`src/hdl/gasr_pkg.sv`:
```
// Package for the global alignment score row unit.
// Shared types, request codes, register indexes and score constants.
// No dependencies.
package gasr_pkg;

   // Request operation codes
   localparam logic [1:0] OP_LOAD_A  = 2'd0;
   localparam logic [1:0] OP_LOAD_B  = 2'd1;
   localparam logic [1:0] OP_COMPUTE = 2'd2;

   // Configuration register indexes
   localparam logic [1:0] CSR_A_LENGTH     = 2'd0;
   localparam logic [1:0] CSR_B_LENGTH     = 2'd1;
   localparam logic [1:0] CSR_REVERSE_MODE = 2'd2;

   // Fixed field widths
   localparam int OP_W     = 2;
   localparam int POS_W    = 10;
   localparam int SYM_W    = 8;
   localparam int ALEN_W   = 11;
   localparam int BLEN_W   = 6;
   localparam int CSR_W    = 11;
   localparam int COLUMN_W = 6;
   localparam int RSP_W    = 12;

   // Internal score: a_length up to 2047 plus 63 columns fits in 13 bits
   localparam int SCORE_W = 13;
   typedef logic signed [SCORE_W-1:0] score_type;

   // Match bonus and gap/mismatch penalty magnitude
   localparam score_type SCORE_ONE = score_type'(1);

   localparam score_type RSP_MAX = score_type'(2047);
   localparam score_type RSP_MIN = score_type'(-2048);

   // Controller state
   typedef enum logic [2:0] {
      ST_IDLE,
      ST_INIT,
      ST_ROW,
      ST_CELL,
      ST_EMIT
   } state_type;

   // Commands from controller to datapath
   typedef struct packed {
      logic load_a;     // write request symbol into store A
      logic load_b;     // write request symbol into store B
      logic init_wr;    // write initial row entry -col
      logic row_start;  // open a new row: entry 0, left/diag seeds, fetch A
      logic cell_en;    // compute one cell at col
      logic rd_en;      // read row and B store at rd_col
      logic emit;       // the read in flight is a result
      logic emit_last;  // that result closes the row
   } dp_cmd_type;

endpackage

```
`src/hdl/gasr_ctrl.sv`:
```
// Controller for the global alignment score row unit.
// Sequences load, row init, cell walk and row emit; drives gasr_datapath.
// Depends on gasr_pkg.
module gasr_ctrl #(
   parameter int MAX_A_LEN = 1024,
   parameter int MAX_B_LEN = 63,
   parameter int COL_W     = 6,
   parameter int AADDR_W   = 10,
   parameter int BADDR_W   = 6
) (
   input  logic                        clock,
   input  logic                        reset,
   input  logic                        start,
   output logic                        busy,
   input  logic [gasr_pkg::OP_W-1:0]   req_operation,
   input  logic [gasr_pkg::POS_W-1:0]  req_position,
   input  logic [gasr_pkg::ALEN_W-1:0] a_length,
   input  logic [gasr_pkg::BLEN_W-1:0] b_length,
   input  logic                        reverse_mode,
   output gasr_pkg::dp_cmd_type        cmd,
   output logic [COL_W-1:0]            col,
   output logic [COL_W-1:0]            rd_col,
   output logic [gasr_pkg::ALEN_W-1:0] row_idx,
   output logic [AADDR_W-1:0]          a_addr,
   output logic [BADDR_W-1:0]          b_addr
);

   gasr_pkg::state_type         state_ff, state_in;
   logic [COL_W-1:0]            col_ff, col_in;
   logic [gasr_pkg::ALEN_W-1:0] row_ff, row_in;
   logic [gasr_pkg::ALEN_W-1:0] rows_ff, rows_in;
   logic [COL_W-1:0]            cols_ff, cols_in;
   logic                        rev_ff, rev_in;
   logic                        accept;
   logic [gasr_pkg::ALEN_W-1:0] a_idx;
   logic [COL_W-1:0]            b_idx;

   // Lengths clamped to the store sizes
   always_comb begin
      if (32'(a_length) > MAX_A_LEN) begin
         rows_in = gasr_pkg::ALEN_W'(MAX_A_LEN);
      end else begin
         rows_in = a_length;
      end
      if (32'(b_length) > MAX_B_LEN) begin
         cols_in = COL_W'(MAX_B_LEN);
      end else begin
         cols_in = COL_W'(b_length);
      end
      rev_in = reverse_mode;
   end

   assign busy    = (state_ff != gasr_pkg::ST_IDLE);
   assign accept  = start && !busy;
   assign col     = col_ff;
   assign row_idx = row_ff;

   // Store addresses; reverse mode counts from the end of each sequence
   always_comb begin
      a_idx  = rev_ff ? (rows_ff - row_ff) : (row_ff - 1'b1);
      b_idx  = rev_ff ? (cols_ff - rd_col) : (rd_col - 1'b1);
      a_addr = AADDR_W'(a_idx);
      b_addr = BADDR_W'(b_idx);
   end

   // State and counters
   always_ff @(posedge clock) begin
      if (reset) begin
         state_ff <= gasr_pkg::ST_IDLE;
         col_ff   <= '0;
         row_ff   <= '0;
         rows_ff  <= '0;
         cols_ff  <= '0;
         rev_ff   <= 1'b0;
      end else begin
         state_ff <= state_in;
         col_ff   <= col_in;
         row_ff   <= row_in;
         if (accept && req_operation == gasr_pkg::OP_COMPUTE) begin
            rows_ff <= rows_in;
            cols_ff <= cols_in;
            rev_ff  <= rev_in;
         end
      end
   end

   // Next state and datapath commands
   always_comb begin
      state_in = state_ff;
      col_in   = col_ff;
      row_in   = row_ff;
      cmd      = '0;
      rd_col   = col_ff;

      unique case (state_ff)
         gasr_pkg::ST_IDLE: begin
            if (accept) begin
               unique case (req_operation)
                  gasr_pkg::OP_LOAD_A: begin
                     cmd.load_a = (32'(req_position) < MAX_A_LEN);
                  end
                  gasr_pkg::OP_LOAD_B: begin
                     cmd.load_b = (32'(req_position) < MAX_B_LEN);
                  end
                  gasr_pkg::OP_COMPUTE: begin
                     state_in = gasr_pkg::ST_INIT;
                     col_in   = '0;
                  end
                  default: begin
                  end
               endcase
            end
         end

         // Row 0: entry j holds -j
         gasr_pkg::ST_INIT: begin
            cmd.init_wr = 1'b1;
            if (col_ff == cols_ff) begin
               col_in = '0;
               row_in = gasr_pkg::ALEN_W'(1);
               if (rows_ff == '0) begin
                  state_in = gasr_pkg::ST_EMIT;
               end else begin
                  state_in = gasr_pkg::ST_ROW;
               end
            end else begin
               col_in = col_ff + 1'b1;
            end
         end

         // Row open: seed column 0, fetch A symbol and first column
         gasr_pkg::ST_ROW: begin
            cmd.row_start = 1'b1;
            rd_col        = COL_W'(1);
            cmd.rd_en     = (cols_ff != '0);
            if (cols_ff == '0) begin
               if (row_ff == rows_ff) begin
                  state_in = gasr_pkg::ST_EMIT;
                  col_in   = '0;
               end else begin
                  row_in = row_ff + 1'b1;
               end
            end else begin
               state_in = gasr_pkg::ST_CELL;
               col_in   = COL_W'(1);
            end
         end

         // One cell a cycle, prefetching the next column
         gasr_pkg::ST_CELL: begin
            cmd.cell_en = 1'b1;
            rd_col      = col_ff + 1'b1;
            cmd.rd_en   = (col_ff != cols_ff);
            if (col_ff == cols_ff) begin
               if (row_ff == rows_ff) begin
                  state_in = gasr_pkg::ST_EMIT;
                  col_in   = '0;
               end else begin
                  state_in = gasr_pkg::ST_ROW;
                  row_in   = row_ff + 1'b1;
               end
            end else begin
               col_in = col_ff + 1'b1;
            end
         end

         // Read out the final row, one score a cycle
         gasr_pkg::ST_EMIT: begin
            cmd.rd_en     = 1'b1;
            cmd.emit      = 1'b1;
            cmd.emit_last = (col_ff == cols_ff);
            if (col_ff == cols_ff) begin
               state_in = gasr_pkg::ST_IDLE;
               col_in   = '0;
            end else begin
               col_in = col_ff + 1'b1;
            end
         end

         default: begin
            state_in = gasr_pkg::ST_IDLE;
         end
      endcase
   end

endmodule

```
`config.mk`:
```
export PLATFORM = sky130hd
export DESIGN_NAME = gasr_ctrl
export DESIGN_NICKNAME = d
export VERILOG_FILES = /design/src/hdl/gasr_pkg.sv /design/src/hdl/gasr_ctrl.sv
export SDC_FILE = /design/constraint.sdc
export NUM_CORES = 1
export LEC_CHECK = 0
export ABC_CLOCK_PERIOD_IN_PS = 4300
export BUFFER_PORTS_ARGS = -buffer_cell sky130_fd_sc_hd__buf_2
export CAP_MARGIN = 20
export CORE_MARGIN = 2
export CORE_UTILIZATION = 55
export CTS_CLUSTER_DIAMETER = 200
export DETAILED_ROUTE_END_ITERATION = 6
export PLACE_DENSITY = 0.8
export SLEW_MARGIN = 10
export SYNTH_ARGS = -nofsm -noshare
export SYNTH_HDL_FRONTEND = slang
export SYNTH_SLANG_ARGS = --single-unit
```
`constraint.sdc`:
```
create_clock -name clock -period 4.3 [get_ports clock]
set_clock_uncertainty 0.15 [all_clocks]
set_input_delay 0 -clock clock [delete_from_list [all_inputs] [get_ports clock]]
set_output_delay 0 -clock clock [all_outputs]
set_load 0.1 [all_outputs]
```
# == Yosys cells after proc, flatten, opt, wreduce, memory -nomap -nowiden ==
# Index checks and enable logic that the tools add are counted.
# word_totals
reg_bits,38
out_inout_bits,48
# classes
reduce_logical,15
add_sub_neg,6
n_lt_le_gt_ge,2
eq_ne,16
mux,35
# op_table
cell,n
$mux W11,5
$mux W6,7
$pmux W11 S3,1
$mux W3,9
$pmux W6 S4,1
$pmux W3 S5,1
$ne A2 B2 Y1 const B,6
$pmux W6 S2,1
$add A11 B1 Y11 const B,1
$eq A11 B11 Y1,1
$gt A11 B11 Y1 const B,1
$logic_not A11 Y1,1
$lt A10 B6 Y1 const B,1
$mux W10,1
$sub A10 B1 Y10 const B,1
$sub A10 B10 Y10,1
$add A6 B1 Y6 const B,1
$eq A3 B2 Y1 const B,2
$eq A6 B6 Y1,1
$logic_not A6 Y1,1
$mux W2,3
$ne A6 B6 Y1,1
$reduce_and A6 Y1,1
$reduce_bool A3 Y1,2
18 further kinds,23

# == Longest topological paths before layout ==
# Gate-level depths: netlist of the first run.
# depth
depth_word,5
ltp_mapped,12
mapped_depth_nobuf,12

# == Worst setup path before layout of the first run ==
# Ideal clock, no wire load.
# synth_path
path_type,register to output
start,reg col_ff[0] (netlist: col[0])
end,out b_addr[4]
arrival_time_ns,4.935
path_stages_with_launch,12
setup_slack_ns,-0.785
required_ns,4.150
path_buffers,1
path_cell_list,dfxtp_1 buf_4 o21a_1 ha_1 inv_1 ha_1 a21oi_1 o21ai_1 maj3_2 xnor2_1 a21oi_1 xnor2_1
# synth_between
elab_chain_cells,4
elab_cells_between_ends,5
# synth_lines
item,line,source
"start, declared",gasr_ctrl.sv:29,"logic [COL_W-1:0] col_ff, col_in;"
"start signal, assigned",gasr_ctrl.sv:77,col_ff <= col_in;
$add A6 B1 Y6,gasr_ctrl.sv:152,rd_col = col_ff + 1'b1;
$pmux W6 S2 *,gasr_ctrl.sv:95,unique case (state_ff)
via rd_col[0],gasr_ctrl.sv:22,"output logic [COL_W-1:0] rd_col,"
$sub A6 B1 Y6 or $sub A6 B6 Y6 (tied branches),gasr_ctrl.sv:61,b_idx = rev_ff ? (cols_ff - rd_col) : (rd_col - 1'b1);
$mux W6 *,gasr_ctrl.sv:61,
"end, declared",gasr_ctrl.sv:25,output logic [BADDR_W-1:0] b_addr
# The timed path passes the listed nets; every way through them passes the cells marked *.

# == Worst setup path after layout of the first run ==
# layout_path
start,reg state_ff[1]
end,out b_addr[5]
# layout_between
elab_chain_cells,4
elab_cells_between_ends,6
# layout_lines
item,line,source
"start, declared",gasr_ctrl.sv:28,"gasr_pkg::state_type state_ff, state_in;"
"start signal, assigned",gasr_ctrl.sv:69,state_ff <= gasr_pkg::ST_IDLE;
"start signal, assigned",gasr_ctrl.sv:76,state_ff <= state_in;
$eq A3 B2 Y1,gasr_ctrl.sv:95,
$pmux W6 S2 *,gasr_ctrl.sv:95,
$sub A6 B1 Y6 or $sub A6 B6 Y6 (tied branches),gasr_ctrl.sv:61,
$mux W6 *,gasr_ctrl.sv:61,
# Every way passes the cells marked *; elsewhere a longest branch is shown, timed or not.

==> results of run 1 <==
## synth_stat cells (2+ instances only)
library cell,n
sky130_fd_sc_hd__a211oi_1,3
sky130_fd_sc_hd__a21o_1,2
sky130_fd_sc_hd__a21oi_1,45
sky130_fd_sc_hd__a22oi_1,5
sky130_fd_sc_hd__a311oi_1,4
sky130_fd_sc_hd__a31oi_1,5
sky130_fd_sc_hd__and3_1,7
sky130_fd_sc_hd__buf_1,2
sky130_fd_sc_hd__buf_2,6
sky130_fd_sc_hd__buf_4,2
sky130_fd_sc_hd__buf_6,3
sky130_fd_sc_hd__clkbuf_1,14
sky130_fd_sc_hd__dfxtp_1,38
sky130_fd_sc_hd__ha_1,16
sky130_fd_sc_hd__inv_1,24
sky130_fd_sc_hd__inv_2,3
sky130_fd_sc_hd__mux2i_1,7
sky130_fd_sc_hd__nand2_1,49
sky130_fd_sc_hd__nand2b_1,8
sky130_fd_sc_hd__nand3_1,13
sky130_fd_sc_hd__nand3b_1,10
sky130_fd_sc_hd__nand4_1,10
sky130_fd_sc_hd__nor2_1,40
sky130_fd_sc_hd__nor2b_1,6
sky130_fd_sc_hd__nor3_1,14
sky130_fd_sc_hd__nor3_2,2
sky130_fd_sc_hd__nor3b_2,2
sky130_fd_sc_hd__nor4_1,7
sky130_fd_sc_hd__nor4_2,3
sky130_fd_sc_hd__o21a_1,3
sky130_fd_sc_hd__o21ai_0,12
sky130_fd_sc_hd__o21ai_1,4
sky130_fd_sc_hd__o31ai_1,3
sky130_fd_sc_hd__or2_2,2
sky130_fd_sc_hd__or3_1,5
sky130_fd_sc_hd__xnor2_1,20
sky130_fd_sc_hd__xor2_1,10
## flip-flops by register name, indices dropped and copies added (netlist names)
signal / cells
cols_ff: 6
row_idx: 11
rev_ff: 1
rows_ff: 11
state_ff: 3
col: 6
## where the power goes
| group | internal (mW) | leakage [nW] | total, mW | switching, mW |
|---|---|---|---|---|
| combinational | 0.350 | 1.32 | 1.46 | 1.11 |
| clock | 0.248 | 0.0714 | 0.385 | 0.137 |
| sequential | 0.373 | 0.307 | 0.419 | 0.0462 |
| total | 0.970 | 1.70 | 2.26 | 1.29 |
## critical path, cell delays in order (launching register included)
cell                       delay, ps
sky130_fd_sc_hd__dfxtp_1         620
sky130_fd_sc_hd__nor2b_2         340
sky130_fd_sc_hd__o21ai_0         140
sky130_fd_sc_hd__a22oi_1         370
sky130_fd_sc_hd__ha_1            350
sky130_fd_sc_hd__nand2_1         130
sky130_fd_sc_hd__a31oi_1          50
sky130_fd_sc_hd__a211oi_1        410
sky130_fd_sc_hd__maj3_1          280
sky130_fd_sc_hd__o21ai_2          90
sky130_fd_sc_hd__a41oi_2         190
sky130_fd_sc_hd__o311a_2         180
sky130_fd_sc_hd__buf_2           420
## stage by stage
step                setup TNS [ps]  instances  area, µm²
finish                           0        600       4050
global route                     0        600       4050
global placement                 0        570       3670
CTS                              0        599       4020
detailed placement               0        570       3670
floorplan                     -156        441       3300
## final cells by class
type | count | share of cell area (%)
clock buffer | 6 | 2.04
clock inverter | 2 | 1.48
inverter | 28 | 2.72
multi-input combinational | 348 | 56.7
sequential | 38 | 18.8
tap | 75 | 2.32
timing repair buffer | 103 | 15.9
## worst max-delay path by stage
stage / slack [ps] / to / depth (start not counted) / start
final: 280 / b_addr[5] / 12 / state_ff[1]
after global placement: 740 / b_addr[5] / 12 / state_ff[1]
after floorplan: -160 / b_addr[4] / 11 / col[0]
after global routing: 70 / b_addr[5] / 12 / state_ff[1]
after CTS: 230 / b_addr[5] / 12 / state_ff[1]
after detailed placement: 570 / b_addr[5] / 12 / state_ff[1]
## per-layer routing
| metal | vias up | part of all wire [%] |
|---|---|---|
| met3 | 22 | 7.4 |
| met5 | - | 0 |
| li1 | 1734 | - |
| met2 | 153 | 46 |
| met1 | 1619 | 44 |
| met4 | 0 | 2.2 |
## what timing repair did
action	CTS	global route
endpoints found under the setup margin	0	1
endpoints found under the hold margin	18	0
resized for setup	0	1
hold buffers	21	0
## logic make-up (layout without fill, tap and decap cells)
kind of cell    after synthesis  after routing
mux                           8              8
fa+ha+maj                    19             19
simple gates                187            187
compound gates              104            104
buf+inv                      55            139
flops                        38             38
xor+xnor                     30             30
==> results list, run 1 <==
- Estimated wirelength of the detail-placed design: 6400 µm
- Required time of the critical path: 4150 ps
- For this block, the initial DRC count from the detailed router was 239.
- Final WL: 8800 µm
* First drt pass iteration count: 5
- The worst register-to-register path ends at rows_ff[2].
* Multiplexer share of the synthesized area: 2.59%
- In the global route stage, overall resource usage came out at 26.4%.
- Clock network latency to the later pin of the worst-skew pair: 300 ps
- Failing checks: hold timing
- Post-CTS timing repair inserted 0 buffers for setup.
- For met2 alone, demand over resource in global routing was 43.0%.
* Mean cell area of the mapped netlist: 7.45 µm²
- Counting flops with a built-in enable in the synthesized netlist gives 0.
- Main combinational cell family by area after synthesis: simple AND/OR/NAND/NOR gates
- First-pass GRT wire length: 13800 µm
* Yosys cell types: 69
* Worst slack at placement: 574 ps
* Tightest slew margin relative to the limit: 36.0%
- Count of port buffers added during placement: 80
* TritonCTS Buffers: 5
- Area growth from synthesis to final layout: 23.3%
- Routed wire length per instance: 14.7 µm
- Fin Hold WS: -5.23 ps
* Footprint of the multi-input gates: 2300 µm²
- At the pin with the least slew margin, the transition time is 960 ps.
- Setup repair after global routing left no endpoint under its margin.
- Summing the areas of all fa, ha and maj instances in the mapped netlist gives 7.35% of the synthesized area.
* Status: finished, violations left
* Clock Tree Root: sky130_fd_sc_hd__clkbuf_8
- Vertical extent of the die: 81.3 µm
* Initial antenna violation count: 0
* Worst Hold Path Cells: 2
- Number of cells on the worst reg-to-reg path: 7
* Ratio of cells with drive above 1 in the final layout: 23.2%
* Power per unit of standard cell area: 558 nW/µm²
- Number of rows created at floorplan: 28
- Share of the synthesized area in compound gates (AO/OA/AOI/OAI): 21.2%
- In this run, synthesis produced a sequential element count of 38.
* Synthesized netlist net count: 491
- The worst setup path is of the register to output port kind.
- Setup violations remaining at the end of the flow were counted as 0.
- CTS built an H-tree with a depth of 2.
* Number of warning messages in the yosys log: 0
* Leak Pwr: 1.70 nW
- Most used cells in the layout excluding fill and tap cells: 80 x sky130_fd_sc_hd__buf_2, 49 x sky130_fd_sc_hd__nand2_1, 45 x sky130_fd_sc_hd__a21oi_1, 40 x sky130_fd_sc_hd__nor2_1, 38 x sky130_fd_sc_hd__dfxtp_1
- Maxcap violations: 0
- In this run the remaining antenna-violating nets after routing total 0.
- Busiest metal layer after global routing: met2
- The number of global-route vias before repair came to 3015.
- For the worst setup path, the data arrival time is 3870 ps.
* Number of buffers on the longest clock path: 2
- Met1 layer usage reported by global route: 35.1%
- Asr flop ratio synth: 0%
* Routed via count divided by cell count: 5.88
- The floorplan step defined a die boundary enclosing 6610 µm².
- The worst register-to-register path begins at state_ff[0].
- In the global route stage, met3 resource usage came out at 4.22%.
* Hold violation total from the final report: 1
- Reg-to-reg slack, setup: 1220 ps
- Register clock-pin slew on the reported worst setup and hold paths: 80 ps
- Sorting the synthesized cells by area gives the leading types as sky130_fd_sc_hd__dfxtp_1 23%, sky130_fd_sc_hd__a21oi_1 6.9%, sky130_fd_sc_hd__ha_1 6.1%.
* Overall overflow remaining after global route: 0
- VDD sags by at most 0.000471 V.
- Number of antenna cells inserted: 0
* Area taken by flip-flops and latches: 761 µm²
* Pin count of the biggest net entering global routing: 33
- Beginning of the worst hold path: reset
* Share of the synthesized area in the top cell type: 23.2%
- Post-layout nets: 574
* Die boundary width: 81.3 µm
* Via count: 3528
- The worst path in the final design needs a cycle of 4020 ps, including I/O delays and setup.
- Setup slack closes at 280 ps.
- The filler cells instantiated in the layout total 492.
- Sum of internal, switching and leakage power: 2.26 mW
- Residual DRC count: 0
- The worst setup path is launched from a register.
* Initial Utilization: 56.1%
- Ys flop type: sky130_fd_sc_hd__dfxtp_1
* Commonest non-fill, non-tap cell in the layout: sky130_fd_sc_hd__buf_2
- Number of max-slew violations in the final report: 0
- After layout, the worst path uses 93.5% of the clock period.
- Along the worst path, the maximum fanout reaches 15.
* Cells after synthesis: 441
- Maximum clock frequency: 249 MHz
- Share of synthesized cell area in and, or, nand and nor gates: 30.1%
- Summing the sequential cell areas from Yosys gives 23.2% of the chip area.
* Type of element capturing the critical path: output port
- The min-delay analysis places its worst path in the category input pin to register.
- The clock drives 38 sinks.
- Hold worst-path end: state_ff[0]
- Pin placement for this block handled 81 I/O pins.
- Cells fill 69.2% of the core in the end.
- Netlist area before placement: 3280 µm²
- Cell taking the most area after synthesis: sky130_fd_sc_hd__dfxtp_1
* Clock tree from TritonCTS: yes
* Routability congestion estimate from global placement: 0.879
- Core area: 5850 µm²
* Share of the synthesized netlist area taken by xor and xnor gates: 8.00%
No activity file was read; power rests on OpenSTA's default activity.
==> run 2: changes to the inputs <==
--- a/config.mk
+++ b/config.mk
@@ -12,6 +12,7 @@
 export CORE_UTILIZATION = 55
 export CTS_CLUSTER_DIAMETER = 200
 export DETAILED_ROUTE_END_ITERATION = 6
+export GPL_TIMING_DRIVEN = 0
 export PLACE_DENSITY = 0.8
 export SLEW_MARGIN = 10
 export SYNTH_ARGS = -nofsm -noshare
==> results list, run 2 (synthesized netlist as in run 1, its figures left out) <==
* Status: completed
* Hold violation total from the final report: 0
* Worst-path fanout max: 6
- Clock network latency to the later pin of the worst-skew pair: 300 ps
* Initial antenna violation count: 0
- Final Instance Count excl. Fillers: 623
- Measured against its own limit, the worst slew margin works out to 56.9%.
* Type of the tightest min-delay check: input pin to register
- Kind of start point of the critical path: register
- Post-layout nets: 597
* Core area: 5850 µm²
- In the final timing run, aggregate negative setup slack is 0 ps.
- First drt pass iteration count: 5
- Once the floorplan was initialized, standard cells occupied 56.1% of the core.
- In this run, the number of DRC markers left after iteration 0 of detailed routing was 478.
* Class of the most critical setup path: register to output port
- From synthesis to final layout, the design area changed by 25.0%.
* Power per unit of standard cell area: 544 nW/µm²
- In the final layout, the share of cells above drive strength 1 is 23.9%.
- Final WL: 9690 µm
- Capturing point of the worst reg2reg path: row_idx[0]
* Hold worst-path end: rows_ff[8]
- Routability congestion estimate from global placement: 0.898
- Register clock-pin slew on the reported worst setup and hold paths: 80 ps
* Number of cells on the worst reg-to-reg path: 11
* Count of port buffers added during placement: 80
* Routed wire length per instance: 15.6 µm
- Commonest non-fill, non-tap cell in the layout: sky130_fd_sc_hd__buf_2
* Estimated wirelength of the detail-placed design: 7110 µm
- The longest clock path from root to sink contains 2 buffers.
- The number of global-route vias before repair came to 3387.
- For this design the static power due to leakage is 1.74 nW.
* DP Cell Count: 596
- In this run the critical register-to-register path is launched from row_idx[2].
* Placement Cell Area: 3800 µm²
* RSZ-0062 raised after global routing: no
- The worst path uses 92.7% of the clock period.
- Counting instances, the worst hold path has a depth of 3.
- Maximum level of the CTS H-tree: 2
* IO Count: 81
- Via count: 3727
- The die covers 6610 µm².
- Worst slack at placement: 586 ps
* Vertical extent of the die: 81.3 µm
- The max-slew violation total from the final report is 0.
- Across all register-to-register paths, the minimum setup slack is 1180 ps.
- The top cell types in the final layout, fill and taps aside, are 86 x sky130_fd_sc_hd__buf_2, 49 x sky130_fd_sc_hd__nand2_1, 45 x sky130_fd_sc_hd__a21oi_1, 40 x sky130_fd_sc_hd__nor2_1, 38 x sky130_fd_sc_hd__dfxtp_1.
* Die boundary width: 81.3 µm
- The finished cells cover 4110 µm².
* Number of rows created at floorplan: 28
* Worst path setup slack after routing: 314 ps
- Across the VDD grid, the largest voltage drop is 0.000338 V.
* Final setup violation count: 0
* Required time of the critical path: 4150 ps
* Residual DRC count: 0
- CTS placed an instance of sky130_fd_sc_hd__clkbuf_8 at the clock tree root.
- Across the run, the number of max-cap violations was 0.
- Summed over all layers, the global routing overflow is 0.
* Data arrival time at the worst-slack endpoint: 3840 ps
* Tmin final: 3990 ps
* Maximum clock frequency: 251 MHz
* Clock Sinks: 38
- After layout, the design draws a total of 2.23 mW.
- TritonCTS built the clock tree.
- Number of fill cells in the layout: 479
- In this run the remaining antenna-violating nets after routing total 0.
- Overall routing resource usage: 30.4%
* Routed via count divided by cell count: 5.98
- The first global-routing pass estimated 15800 µm of wire.
- Type of element capturing the critical path: output port
* Worst-Margin Slew: 647 ps
- Buffers inserted during clock tree synthesis total 5.
- Entering global routing, the biggest net connects 13 pins.
* Beginning of the worst hold path: reset
- The repair_antennas step left the layout with diodes totalling 0.
-- run 2: cell types whose count changed in the layout (fill, tap and decap cells not counted), moves of 2 or more --
cell,change
sky130_fd_sc_hd__clkbuf_1,+14
sky130_fd_sc_hd__buf_2,+6
sky130_fd_sc_hd__buf_6,+3
sky130_fd_sc_hd__dlygate4sd3_1,-2
sky130_fd_sc_hd__buf_1,+2
-- run 2: worst max-delay path by stage --
stage / cells after the start / slack, ps / from / end
after global routing: 12 / 50 / col[1] / b_addr[5]
after detailed placement: 13 / 590 / state_ff[0] / b_addr[5]
after CTS: 13 / 240 / state_ff[0] / b_addr[5]
after global placement: 13 / 670 / state_ff[0] / b_addr[5]
after floorplan: 11 / -160 / col[0] / b_addr[4]
final: 12 / 310 / state_ff[1] / b_addr[5]
-- run 2: per-layer routing --
layer	GRT usage, %	part of all wire [%]
met1	40.1	41
met2	50.0	48
met3	5.33	8.5
met4	10.0	2.0
met5	0	0
-- run 2: per-stage QoR --
step,hold WS (ps),utilization [%]
after floorplan,-14.0,-
after global placement,92.6,64.9
after detailed placement,97.9,64.9
after CTS,100,70.1
after global routing,154,70.2
final,116,70.2
-- run 2: critical path, stage by stage, from the launching register on --
cell	delay [ps]
sky130_fd_sc_hd__dfxtp_1	460
sky130_fd_sc_hd__nor2b_1	420
sky130_fd_sc_hd__o21ai_0	220
sky130_fd_sc_hd__a22oi_2	360
sky130_fd_sc_hd__ha_1	330
sky130_fd_sc_hd__nand2_1	110
sky130_fd_sc_hd__a31oi_1	50
sky130_fd_sc_hd__a211oi_1	420
sky130_fd_sc_hd__maj3_1	270
sky130_fd_sc_hd__o21ai_2	80
sky130_fd_sc_hd__a41oi_2	200
sky130_fd_sc_hd__o311a_2	190
sky130_fd_sc_hd__buf_2	420
-- run 2: cell type report --
| class | instances | area, µm² | area share, % |
|---|---|---|---|
| Clock inverter | 2 | 37.5 | 0.914 |
| Clock buffer | 6 | 72.6 | 1.77 |
| Sequential cell | 38 | 761 | 18.5 |
| Tap cell | 75 | 93.8 | 2.29 |
| Timing Repair Buffer | 99 | 591 | 14.4 |
| Buffer | 27 | 140 | 3.41 |
| Multi-Input combinational cell | 348 | 2300 | 56.0 |
| Inverter | 28 | 110 | 2.68 |
-- run 2: power by group --
group / internal (mW) / switching (mW) / leakage, nW
clock: 0.173 / 0.139 / 0.0514
combinational: 0.370 / 1.15 / 1.38
sequential: 0.373 / 0.0307 / 0.307
total: 0.916 / 1.32 / 1.74
-- run 2: timing repair --
item                                    CTS  global route
endpoints found under the setup margin    0             1
hold buffers                             19             0
gates resized for setup                   0             3
endpoints found under the hold margin    18             0
setup buffers                             0             0
